File: src/rtl/sat_pkg.sv
// ----------------------------------------------------------------------------
// Shell argument tokenizer package
// Character codes, status codes, quote modes and the result record.
// ----------------------------------------------------------------------------
package sat_pkg;

   localparam int BUF_LEN_DEFAULT       = 256;
   localparam int MAX_ARGUMENTS_DEFAULT = 16;

   // Characters that steer the splitter
   localparam logic [7:0] CHAR_NUL       = 8'h00;
   localparam logic [7:0] CHAR_TAB       = 8'h09;
   localparam logic [7:0] CHAR_SPACE     = 8'h20;
   localparam logic [7:0] CHAR_DQUOTE    = 8'h22;
   localparam logic [7:0] CHAR_SQUOTE    = 8'h27;
   localparam logic [7:0] CHAR_BACKSLASH = 8'h5C;

   // Quote modes
   localparam logic [1:0] QUOTE_NONE   = 2'd0;
   localparam logic [1:0] QUOTE_SINGLE = 2'd1;
   localparam logic [1:0] QUOTE_DOUBLE = 2'd2;

   // End-of-line status codes
   localparam logic [1:0] STATUS_OK          = 2'd0;
   localparam logic [1:0] STATUS_TOO_LONG    = 2'd1;
   localparam logic [1:0] STATUS_TOO_MANY    = 2'd2;
   localparam logic [1:0] STATUS_OPEN_QUOTE  = 2'd3;

   typedef struct packed {
      logic       write_en;
      logic [7:0] write_byte;
      logic [7:0] position;
      logic       arg_start;
      logic [3:0] arg_index;
      logic       done_res;
      logic [1:0] status;
      logic [4:0] arg_count;
   } result_type;

endpackage

File: src/rtl/shell_argument_tokenizer_top.sv
// ----------------------------------------------------------------------------
// Shell argument tokenizer
// Splits a zero-terminated command line into arguments, one byte per cycle max.
// ----------------------------------------------------------------------------
// The block takes one line byte per req_ transaction; byte 0 ends the line.
// Space and tab separate arguments outside quotes, single quotes are literal,
// double quotes and bare text honor backslash escapes, and a backslash just
// before the end of the line is kept as a literal backslash. Each byte gives
// zero, one or two rsp_ transactions describing argument starts and buffer
// writes (separators write a zero byte); the last transaction of a line has
// rsp_tlast set and carries the argument count or an error status. After a
// too-long or too-many-arguments error the rest of the line is dropped
// silently and the terminating zero re-arms the block.
// Rate: one byte is accepted every cycle while req_tready is high. Each byte is
// decoded combinationally against the line state and its results are pushed
// into a four-entry result queue, which drains one transaction per cycle
// unless stalled; with nothing queued ahead, a byte's first result appears
// on rsp_ the cycle after it is accepted. req_tready stays high while at most
// two results are waiting, leaving room for the two that an end-of-line byte
// after a trailing backslash produces; under a stalled result side input stops
// once three results wait (bytes with no result do not fill the queue).
// ----------------------------------------------------------------------------
module shell_argument_tokenizer_top #(
   parameter int BUF_LEN       = sat_pkg::BUF_LEN_DEFAULT,       // 4 .. 256
   parameter int MAX_ARGUMENTS = sat_pkg::MAX_ARGUMENTS_DEFAULT  // 1 .. 16
) (
   input  logic        clock,
   input  logic        reset,
   // line bytes
   input  logic        req_tvalid,
   output logic        req_tready,
   input  logic [7:0]  req_tdata,   // [7:0] ch
   // results
   output logic        rsp_tvalid,
   input  logic        rsp_tready,
   output logic [31:0] rsp_tdata,   // [7:0] write_byte, [15:8] position,
                                    // [19:16] arg_index, [21:20] status,
                                    // [26:22] arg_count, [31:27] zero
   output logic [1:0]  rsp_tuser,   // [0] write_en, [1] arg_start
   output logic        rsp_tlast    // done_res: last result of the line
);
   import sat_pkg::*;

   localparam int POS_W = $clog2(BUF_LEN);
   localparam int ARG_W = $clog2(MAX_ARGUMENTS + 1);
   localparam logic [POS_W-1:0] POS_LIMIT = POS_W'(BUF_LEN - 1);
   localparam logic [ARG_W-1:0] ARG_LIMIT = ARG_W'(MAX_ARGUMENTS);

   // result queue geometry
   localparam int QDEPTH = 4;
   localparam int QPTR_W = $clog2(QDEPTH);
   localparam int QCNT_W = $clog2(QDEPTH + 1);

   // ---------------------------------------------------------------------
   // Line state
   // ---------------------------------------------------------------------
   logic [1:0]       quote_mode_ff, quote_mode_in;
   logic             in_word_ff, in_word_in;
   logic             escape_ff, escape_in;
   logic [POS_W-1:0] out_pos_ff, out_pos_in;
   logic [ARG_W-1:0] args_seen_ff, args_seen_in;
   logic             skipping_ff, skipping_in;

   // result queue
   result_type        queue_ff [QDEPTH];
   logic [QPTR_W-1:0] wr_ptr_ff, wr_ptr_in;
   logic [QPTR_W-1:0] rd_ptr_ff, rd_ptr_in;
   logic [QCNT_W-1:0] count_ff, count_in;

   logic       req_fire;
   logic       rsp_fire;
   logic [7:0] ch;
   logic       is_blank;

   // results of the current byte
   result_type res_a;
   result_type res_b;
   logic [1:0] push_cnt;

   // per-byte scratch
   logic       start;
   logic       wen;
   logic [7:0] wbyte;

   assign ch       = req_tdata;
   assign is_blank = ch inside {CHAR_SPACE, CHAR_TAB};

   // Ready while at least two result slots are free
   assign req_tready = (count_ff <= QCNT_W'(QDEPTH - 2));
   assign req_fire   = req_tvalid & req_tready;
   assign rsp_tvalid = (count_ff != '0);
   assign rsp_fire   = rsp_tvalid & rsp_tready;

   // ---------------------------------------------------------------------
   // Byte decode: one pass against the current line state
   // ---------------------------------------------------------------------
   always_comb begin
      quote_mode_in = quote_mode_ff;
      in_word_in    = in_word_ff;
      escape_in     = escape_ff;
      out_pos_in    = out_pos_ff;
      args_seen_in  = args_seen_ff;
      skipping_in   = skipping_ff;
      res_a         = '0;
      res_b         = '0;
      push_cnt      = 2'd0;
      start         = 1'b0;
      wen           = 1'b0;
      wbyte         = 8'h00;

      if (skipping_ff) begin
         // drop everything after an error; the zero byte re-arms
         if (ch == CHAR_NUL) begin
            quote_mode_in = QUOTE_NONE;
            in_word_in    = 1'b0;
            escape_in     = 1'b0;
            out_pos_in    = '0;
            args_seen_in  = '0;
            skipping_in   = 1'b0;
         end
      end else if (ch == CHAR_NUL) begin
         // end of line, with a literal backslash first if one is pending
         if (escape_ff) begin
            res_a.write_en   = 1'b1;
            res_a.write_byte = CHAR_BACKSLASH;
            res_a.position   = 8'(out_pos_ff);
            res_b.done_res   = 1'b1;
            if (quote_mode_ff != QUOTE_NONE) begin
               res_b.status = STATUS_OPEN_QUOTE;
            end else begin
               res_b.write_en  = 1'b1;
               res_b.position  = 8'(out_pos_ff + 1'b1);
               res_b.status    = STATUS_OK;
               res_b.arg_count = 5'(args_seen_ff);
            end
            push_cnt = 2'd2;
         end else begin
            res_a.done_res = 1'b1;
            if (quote_mode_ff != QUOTE_NONE) begin
               res_a.status = STATUS_OPEN_QUOTE;
            end else begin
               res_a.write_en  = 1'b1;
               res_a.position  = 8'(out_pos_ff);
               res_a.status    = STATUS_OK;
               res_a.arg_count = 5'(args_seen_ff);
            end
            push_cnt = 2'd1;
         end
         quote_mode_in = QUOTE_NONE;
         in_word_in    = 1'b0;
         escape_in     = 1'b0;
         out_pos_in    = '0;
         args_seen_in  = '0;
      end else if (escape_ff) begin
         // escaped byte is written as is
         escape_in        = 1'b0;
         res_a.write_en   = 1'b1;
         res_a.write_byte = ch;
         res_a.position   = 8'(out_pos_ff);
         out_pos_in       = out_pos_ff + 1'b1;
         push_cnt         = 2'd1;
      end else if (out_pos_ff >= POS_LIMIT) begin
         res_a.done_res = 1'b1;
         res_a.status   = STATUS_TOO_LONG;
         skipping_in    = 1'b1;
         push_cnt       = 2'd1;
      end else if (!in_word_ff && is_blank) begin
         // separator between words: nothing to report
      end else if (!in_word_ff && (args_seen_ff >= ARG_LIMIT)) begin
         res_a.done_res = 1'b1;
         res_a.status   = STATUS_TOO_MANY;
         skipping_in    = 1'b1;
         push_cnt       = 2'd1;
      end else begin
         if (!in_word_ff) begin
            start        = 1'b1;
            args_seen_in = args_seen_ff + 1'b1;
            in_word_in   = 1'b1;
         end

         if (quote_mode_ff != QUOTE_NONE) begin
            if ((quote_mode_ff == QUOTE_SINGLE && ch == CHAR_SQUOTE) ||
                (quote_mode_ff != QUOTE_SINGLE && ch == CHAR_DQUOTE)) begin
               quote_mode_in = QUOTE_NONE;
            end else if (quote_mode_ff != QUOTE_SINGLE && ch == CHAR_BACKSLASH) begin
               escape_in = 1'b1;
            end else begin
               wen   = 1'b1;
               wbyte = ch;
            end
         end else if (ch == CHAR_SQUOTE) begin
            quote_mode_in = QUOTE_SINGLE;
         end else if (ch == CHAR_DQUOTE) begin
            quote_mode_in = QUOTE_DOUBLE;
         end else if (ch == CHAR_BACKSLASH) begin
            escape_in = 1'b1;
         end else if (is_blank) begin
            // separator closes the word with a zero byte
            wen        = 1'b1;
            wbyte      = 8'h00;
            in_word_in = 1'b0;
         end else begin
            wen   = 1'b1;
            wbyte = ch;
         end

         if (wen) begin
            out_pos_in = out_pos_ff + 1'b1;
         end

         res_a.write_en   = wen;
         res_a.write_byte = wbyte;
         res_a.position   = 8'(out_pos_ff);
         res_a.arg_start  = start;
         res_a.arg_index  = start ? 4'(args_seen_ff) : 4'd0;
         push_cnt         = (start || wen) ? 2'd1 : 2'd0;
      end
   end

   // ---------------------------------------------------------------------
   // Queue pointers
   // ---------------------------------------------------------------------
   always_comb begin
      wr_ptr_in = wr_ptr_ff;
      rd_ptr_in = rd_ptr_ff;
      count_in  = count_ff;
      if (req_fire) begin
         wr_ptr_in = wr_ptr_ff + QPTR_W'(push_cnt);
         count_in  = count_in + QCNT_W'(push_cnt);
      end
      if (rsp_fire) begin
         rd_ptr_in = rd_ptr_ff + 1'b1;
         count_in  = count_in - 1'b1;
      end
   end

   always_ff @(posedge clock) begin
      if (reset) begin
         quote_mode_ff <= QUOTE_NONE;
         in_word_ff    <= 1'b0;
         escape_ff     <= 1'b0;
         out_pos_ff    <= '0;
         args_seen_ff  <= '0;
         skipping_ff   <= 1'b0;
         wr_ptr_ff     <= '0;
         rd_ptr_ff     <= '0;
         count_ff      <= '0;
      end else begin
         if (req_fire) begin
            quote_mode_ff <= quote_mode_in;
            in_word_ff    <= in_word_in;
            escape_ff     <= escape_in;
            out_pos_ff    <= out_pos_in;
            args_seen_ff  <= args_seen_in;
            skipping_ff   <= skipping_in;
         end
         wr_ptr_ff <= wr_ptr_in;
         rd_ptr_ff <= rd_ptr_in;
         count_ff  <= count_in;
      end
   end

   // queue payload, no reset
   always_ff @(posedge clock) begin
      if (req_fire && (push_cnt != 2'd0)) begin
         queue_ff[wr_ptr_ff] <= res_a;
      end
      if (req_fire && (push_cnt == 2'd2)) begin
         queue_ff[wr_ptr_ff + 1'b1] <= res_b;
      end
   end

   // ---------------------------------------------------------------------
   // Result port
   // ---------------------------------------------------------------------
   result_type head;
   assign head = queue_ff[rd_ptr_ff];

   assign rsp_tdata = {5'b0, head.arg_count, head.status, head.arg_index,
                       head.position, head.write_byte};
   assign rsp_tuser = {head.arg_start, head.write_en};
   assign rsp_tlast = head.done_res;

endmodule
File: config.mk
export PLATFORM = sky130hd
export DESIGN_NAME = shell_argument_tokenizer_top
export DESIGN_NICKNAME = d
export VERILOG_FILES = /design/src/rtl/sat_pkg.sv /design/src/rtl/shell_argument_tokenizer_top.sv
export SDC_FILE = /design/constraint.sdc
export NUM_CORES = 1
export LEC_CHECK = 0
export BUFFER_PORTS_ARGS = -buffer_cell sky130_fd_sc_hd__buf_2
export CAP_MARGIN = 30
export CORE_MARGIN = 3
export CORE_UTILIZATION = 40
export CTS_BUF_LIST = sky130_fd_sc_hd__clkbuf_8
export CTS_CLUSTER_DIAMETER = 50
export DETAILED_ROUTE_END_ITERATION = 12
export PLACE_DENSITY_LB_ADDON = 0.2
export SETUP_SLACK_MARGIN = 0.05
export SYNTH_ARGS = -nofsm -noshare
export SYNTH_HDL_FRONTEND = slang
export SYNTH_SLANG_ARGS = --single-unit
File: constraint.sdc
create_clock -name clock -period 3.54 [get_ports clock]
set_input_delay 0.354 -clock clock [delete_from_list [all_inputs] [get_ports clock]]
set_output_delay 0.354 -clock clock [all_outputs]
set_load 0.05 [all_outputs]
==> results.yml <==
global_route:
  antenna_found_initial: 0
  grt_use_total_pct: 20.0
  grt_pass1_vias: 5446
  grt_pass1_wl_mm: 30.4
  grt_max_degree: 22
  grt_overflow_total: 0
critical_path:
  worstPathCellList: "ha_1 > nand3_1 > nor2_2 > a2111oi_4 > and2_1 > a211oi_2 > ha_1 > inv_1 > fa_1 > nor2_1 > a21oi_1 > ha_1 > mux2_2 > nor2_1"
  required_ns: 3.94
  crit_type: "register to register"
  cp-start-kind: "register"
  r2r_slack_ns: 0.33
  path_max_fanout: 5
  critical_path.most_common_cell: "ha_1"
  slowest_stage: "fa_1"
  end_kind: "register"
  worstRegToRegCells: 14
  cp_slowest_stage_delay_ns: 0.47
  arrival_ns: 3.61
layout:
  synthToLayoutAreaGrowth_pct: 13.7
  layout_common_cells: "95 x nand2_1, 77 x dfxtp_1, 68 x edfxtp_1"
  drive_above_1_share_pct: 20.5
  diodes: 0
  fillers: 1657
  fin_area_sq_mm: 0.00812
  final_common_cell: "nand2_1"
  final_nets: 731
cts:
  clkLatencyLatePin_ns: 0.47
  cts_sinks: 147
  cts_setup_buffers: 0
  cts_inserted_buffers: 17
  clk_pin_slew_ns: 0.09
  cts_root_buf: "clkbuf_8"
  clk_path_buf_depth: 2
  cts_tree: "built"
  ctsHtreeMaxLevel: 4
logic_synthesis:
  synth.distinct_cells: 62
  netlist_area_sq_mm: 0.00714
  synth_edf_count: 68
  synth_seq_cells: 147
  synthCells: 659
  yosysSeqAreaShare_pct: 50.7
  synthFlopType: "dfxtp_1"
  ys_warn_count: 0
  async_flop_share_pct: 0
  avgSynthCellArea_sq_um: 10.8
route:
  drt-total-wl_mm: 19.1
  drc: 0
  vias: 5462
  first_pass_iters: 5
  wl_per_cell_um: 20.1
  drt_iter0_drc: 489
  ant_nets: 0
  avgViaCountPerCell: 5.74
die:
  row_count: 48
  io_pins: 49
  die_x_um: 140
  die_h_um: 140
  dieArea_sq_mm: 0.0195
  coreArea_sq_mm: 0.0174
  initial_core_util_pct: 41.0
sta:
  worstMarginPinSlew_ns: 0.889
  rsz0062_at_grt: "false"
  fin_ws_ns: 0.332
  finalClockSkew_ns: 0.0114
  finalHoldViolCount: 0
  maxSlewViolCount: 0
  fmax_ghz: 0.312
  setup_violations: 0
  tns_ns: 0
  slew_headroom_pct: 40.7
  min_period_ns: 3.21
  period_share_pct: 90.6
power:
  p_per_area_mw_per_mm2: 770
  p_seq_share_pct: 38.9
  p_sw_share_pct: 39.1
  p_int_uw: 3810
  p_comb_share_pct: 36.8
  pwr-share-clk_pct: 24.3
  leakagePower_uw: 0.00290
  peakVddDrop_uv: 565
  fin_total_pwr_uw: 6250
  switching_power_uw: 2440
place:
  dp_hpwl_mm: 13.1
  placed_cell_area_sq_mm: 0.00766
  post-place-ws_ns: 0.147
  routabilityCongestion: 0.905
  io_buffers: 43
run:
  maxCapViolCount: 0
min_path:
  hold_depth: 2
  min_path_type: "input port to register"
status:
  outcome: "complete, no violations"
-- power groups by stage --
stage | clock [uW] | combinational (uW) | sequential [uW]
after floorplan | 0 | 1880 | 2310
after global placement | 0 | 2280 | 2450
after detailed placement | 0 | 2310 | 2470
after CTS | 1540 | 2310 | 2430
after global routing | 1620 | 2440 | 2480
final | 1520 | 2300 | 2430
-- cells in the mapped netlist (all sizes together) (2+ instances only) --
cell type	count	area, sq um
nand2	95	357
and3	4	25.0
inv	20	75.1
xor2	5	43.8
o21ai	34	170
buf	14	91.3
a41oi	2	17.5
a21o	5	37.5
nor3	7	35.0
o211ai	4	30.0
o31ai	5	37.5
nor3b	2	20.0
o32ai	2	17.5
edfxtp	68	2040
or3	3	18.8
nor2	54	213
a21oi	22	110
xnor2	8	70.1
a211oi	2	27.5
a31oi	6	37.5
ha	5	62.6
mux2	2	22.5
nand3	21	105
mux4	30	676
nand4	2	12.5
dfxtp	79	1580
nor4	10	120
nand2b	5	31.3
nor2b	19	119
or2	2	12.5
o21a	2	15.0
and3b	2	17.5
a22o	22	193
o22ai	29	181
o2111ai	3	26.3
o2bb2ai	16	140
mux2i	5	50.1
and2	9	56.3
clkbuf	20	75.1
-- worst paths after layout --
path                        start         endpoint
setup reg to reg    out_pos_ff[1]      count_ff[1]
hold / removal       req_tdata[7]  queue_ff[3][28]
hold reg to reg   queue_ff[3][12]  queue_ff[3][12]
setup / recovery    out_pos_ff[1]      count_ff[1]
-- flip-flops by register name, summed over array words and instances (netlist names), 2 cells and up, named ones only --
register and flops:
count_ff 3, quote_mode_ff 2, queue_ff 120, rd_ptr_ff 2, args_seen_ff 5, wr_ptr_ff 2, out_pos_ff 8
-- routing by layer --
layer | GRT usage [%] | vias up | share of wire (%)
met5 | 0 | - | 0
met4 | 5.30 | 0 | 1.0
met3 | 5.19 | 23 | 7.4
met1 | 27.6 | 2657 | 45
met2 | 31.8 | 210 | 47
li1 | - | 2572 | -
-- critical path: cells and delay by family (launching register included) --
family,cells,cell delay (ns)
simple gates,5,0.73
compound gates,3,0.51
flops,1,0.42
buf+inv,1,0.04
fa+ha+maj,4,1.19
mux,1,0.26
-- area by class of cell --
class / instances / area [sq um] / share of cell area (%)
sequential: 147 / 3630 / 44.6
timing repair buffer: 65 / 380 / 4.68
clock buffer: 18 / 248 / 3.05
inverter: 20 / 75.1 / 0.924
tap: 225 / 282 / 3.47
multi-input combinational: 462 / 3300 / 40.6
clock inverter: 14 / 210 / 2.59
-- metrics by stage --
stage               hold WS, ns  utilization, %  std cells
finish                    0.216            46.6        951
global route              0.207            46.6        951
CTS                       0.197            46.6        951
detailed placement        0.448            44.0        919
global placement          0.436            44.0        919
floorplan                 0.423               -        663
-- kinds of logic (layout without fill, tap and decap cells) --
group           count (synthesis)  count (layout)  synth area share [%]
other cells                     1               5                0.0525
buf+inv                        54             117                  3.38
flops                         147             147                  50.7
mux                            37              37                  10.5
xor+xnor                       13              13                  1.59
compound gates                162             162                  15.9
fa+ha+maj                       6               6                  1.16
simple gates                  239             239                  16.7
-- timing repair --
item,4_1_cts,5_1_grt
hold buffers,0,0
resized for setup,0,2
endpoints found under the setup margin,0,1
No activity file was read; power rests on OpenSTA's default activity.
